`src/fgpc_ram.sv`:
```
// ============================================================================
// fgpc_ram: generic simple dual-port RAM
// One write port, one read port, read data registered.
// ============================================================================
module fgpc_ram #(
    parameter int WIDTH = 8,
    parameter int DEPTH = 16
) (
    input  logic                     i_clk,
    input  logic                     i_we,
    input  logic [$clog2(DEPTH)-1:0] i_waddr,
    input  logic [WIDTH-1:0]         i_wdata,
    input  logic [$clog2(DEPTH)-1:0] i_raddr,
    output logic [WIDTH-1:0]         o_rdata
);

    logic [WIDTH-1:0] r_mem [DEPTH];
    logic [WIDTH-1:0] r_rdata;

    always_ff @(posedge i_clk) begin
        if (i_we) begin
            r_mem[i_waddr] <= i_wdata;
        end
        r_rdata <= r_mem[i_raddr];
    end

    assign o_rdata = r_rdata;

endmodule
```
`config.mk`:
```
export PLATFORM = sky130hd
export DESIGN_NAME = fgpc_ram
export DESIGN_NICKNAME = d
export VERILOG_FILES = /design/src/fgpc_ram.sv
export SDC_FILE = /design/constraint.sdc
export NUM_CORES = 1
export LEC_CHECK = 0
export BUFFER_PORTS_ARGS = -buffer_cell sky130_fd_sc_hd__buf_4
export CAP_MARGIN = 20
export CELL_PAD_IN_SITES_DETAIL_PLACEMENT = 1
export CELL_PAD_IN_SITES_GLOBAL_PLACEMENT = 1
export CORE_MARGIN = 4
export CORE_UTILIZATION = 42
export CTS_CLUSTER_DIAMETER = 40
export DETAILED_ROUTE_END_ITERATION = 6
export GPL_TIMING_DRIVEN = 0
export HOLD_SLACK_MARGIN = 0.08
export PLACE_DENSITY_LB_ADDON = 0.3
export SETUP_SLACK_MARGIN = 0.1
export SYNTH_ARGS = -nofsm -noshare
export SYNTH_HDL_FRONTEND = slang
export SYNTH_SLANG_ARGS = --single-unit
```
`constraint.sdc`:
```
create_clock -name i_clk -period 5.85 [get_ports i_clk]
set_clock_uncertainty 0.1 [all_clocks]
set_input_delay 0.8775 -clock i_clk [delete_from_list [all_inputs] [get_ports i_clk]]
set_output_delay 0.8775 -clock i_clk [all_outputs]
set_load 0.02 [all_outputs]
```
==> results.yml <==
sta:
  hold_viol: 0
  finalCriticalPeriod_ps: 2320
  relSlewSlack: 0.401
  fin_crit_sh: 0.396
  tns_ps: 0
  timing.hold.ws_ps: 583
  tightest_slew_ps: 895
  max_freq_mhz: 431
  final_max_slew_viol_count: 0
  rsz0062_at_grt: "no"
  setup_viol: 0
worst_setup_path:
  critPathSlowestCell: "nor2_1"
  worst-setup-path-type: "primary input to register"
  r2r_start: "r_mem[1][0]"
  slowest_delay_ps: 710
  end_kind: "register"
  critPathMaxFanout: 8
  path_cells: "buf_4 -> or3b_2 -> nor2_1"
  path_depth: 3
  cp_top_family: "simple AND/OR/NAND/NOR gates"
  critPathLaunchType: "primary input"
  cp_num_buf_inv: 1
  r2r_setup_slack_ps: 4300
  r2r_end: "o_rdata[0]"
  rr_worst_depth: 3
  critPathRequiredTime_ps: 5780
  crit_start: "i_waddr[2]"
  worst_ep_arrival_time_ps: 2250
  cp-endpoint: "r_mem[2][3]"
grt:
  grt_max_degree: 17
  grt_util_all_layers: 0.166
  grt_remaining_overflow: 0
  grt_pass1_vias: 2549
  grt_pass1_wl_mm: 16.4
  antenna_found_initial: 0
synthesis:
  synth_seq_cells: 136
  yosys_warnings: 0
  syn-cell-area_sq_um: 5150
  ys_top_cells_by_area: "edfxtp_1 (75%), mux4_2 (7.9%), mux4_1 (7.1%), dfxtp_1 (3.1%), a22oi_1 (2.3%)"
  syn_nets: 247
  synthCells: 229
  synth-seq-area-share: 0.778
  synth_cell_type_count: 19
  yosys.area.top_type: "edfxtp_1"
  syn_avg_cell_area_sq_um: 22.5
  synth_top_area_frac: 0.747
die:
  num_rows: 40
  dieArea_sq_um: 14100
  start_util: 0.429
  core_sq_um: 12000
  chipWidth_microns: 119
  ios: 26
  fp.dieH_microns: 119
routing:
  drt-total-wl_mm: 10.8
  viasPerCell: 5.60
  vias: 2443
  drc: 0
  dr.pass1.iters: 4
  wire_per_inst_microns: 24.8
  ant_nets: 0
  drtIter0Drc: 200
clocking:
  clkTransAtPathRegs_ps: 60
  clock_latency_ps: 410
  post-cts-setup-buffer-count: 0
  clock-sinks: 136
  cts_tree: "built"
  cts-hold-fix-buffers: 0
  cts-resized-gates: 0
  ctsHtreeMaxLevel: 4
  numCtsBuffers: 17
  root_buffer: "clkbuf_16"
  clockBufferDepth: 2
cells_and_area:
  fillers: 1087
  fin_util: 0.514
  layout.nets: 294
  area_growth_pct: 19.9
  drive_gt1_frac: 0.294
  antenna_cells: 0
worst_hold_path:
  hold_class: "register to register"
  whs_path_depth: 3
power:
  leakage_nw: 2.08
  powerDensity_nw_per_um2: 380
  peakVddDrop_mv: 0.211
placed_design:
  io_buffers: 24
  place_congestion: 0.680
  dp_hpwl_mm: 6.68
status:
  outcome: "completed"
flow_run:
  max_cap_violations: 0
[Yosys cell counts, drive strengths merged]
library cell,n
or3b,1
and2b,1
clkdlybuf4s25,3
and2,1
edfxtp,128
dfxtp,8
nand3b,2
nor2,13
nand3,1
nor3,4
mux4,32
a22oi,16
buf,7
nor2b,1
nand2b,2
nand2,9
[cells in the final DEF (no fill, tap or decap), types with 3 or more instances in the layout]
cell | synthesis | final
bufinv_16 | 0 | 5
clkbuf_16 | 0 | 17
edfxtp_1 | 128 | 128
mux4_1 | 14 | 14
nor3_1 | 4 | 4
clkinv_1 | 0 | 3
buf_4 | 1 | 28
nand2_1 | 9 | 9
clkdlybuf4s25_2 | 3 | 3
nor2_1 | 13 | 13
buf_2 | 3 | 4
a22oi_1 | 16 | 16
buf_6 | 3 | 3
dfxtp_1 | 8 | 8
mux4_2 | 18 | 18
[registers in the layout, indices dropped and copies added (netlist names)]
register / flops
o_rdata: 8
r_mem: 128
[layer usage]
metal	track usage	up-vias	routed length, microns
li1	-	1073	-
met1	0.228	1271	4400
met2	0.255	91	5560
met3	0.0407	8	750
met4	0.0695	0	94
met5	0	-	0
[worst min-delay path by stage]
| stage | from | slack (ps) | to |
|---|---|---|---|
| CTS | r_mem[11][1] | 590 | o_rdata[1] |
| global placement | r_mem[11][2] | 560 | o_rdata[2] |
| global route | r_mem[11][3] | 610 | o_rdata[3] |
| detailed placement | r_mem[11][3] | 570 | o_rdata[3] |
| floorplan | r_mem[7][0] | 530 | o_rdata[0] |
| finish | r_mem[11][1] | 580 | o_rdata[1] |
[metrics by stage]
step | cell area (sq um) | std cells | setup slack [ps] | power (mW)
floorplan | 5150 | 229 | 3380 | 1.18
global placement | 5510 | 400 | 2770 | 1.23
detailed placement | 5540 | 404 | 3120 | 1.24
CTS | 6170 | 436 | 3540 | 2.37
global route | 6170 | 436 | 3470 | 2.43
finish | 6170 | 436 | 3530 | 2.34
[layout make-up]
| class | count | area [sq um] | share of cell area |
|---|---|---|---|
| Buffer | 10 | 86.3 | 0.0140 |
| Clock buffer | 18 | 429 | 0.0695 |
| Clock inverter | 14 | 204 | 0.0330 |
| Multi-Input combinational cell | 83 | 1060 | 0.171 |
| Sequential cell | 136 | 4000 | 0.649 |
| Tap cell | 147 | 184 | 0.0298 |
| Timing Repair Buffer | 28 | 208 | 0.0337 |
[power breakdown]
| group | total [mW] | internal (mW) | switching, mW |
|---|---|---|---|
| sequential | 1.10 | 1.09 | 0.00597 |
| clock | 1.13 | 0.751 | 0.378 |
| combinational | 0.119 | 0.0506 | 0.0688 |
[cells by family after synthesis]
group / after synthesis / share of synthesized area
buf+inv: 10 / 0.0168
simple gates: 35 / 0.0318
flops: 136 / 0.778
mux: 32 / 0.150
compound gates: 16 / 0.0233
[worst register-to-register path: cells and delay by family (launching register included)]
family | cells | cell delay (ps)
simple gates | 1 | 100
compound gates | 1 | 350
flops | 1 | 370
mux | 1 | 520
No activity file was read; power rests on OpenSTA's default activity.
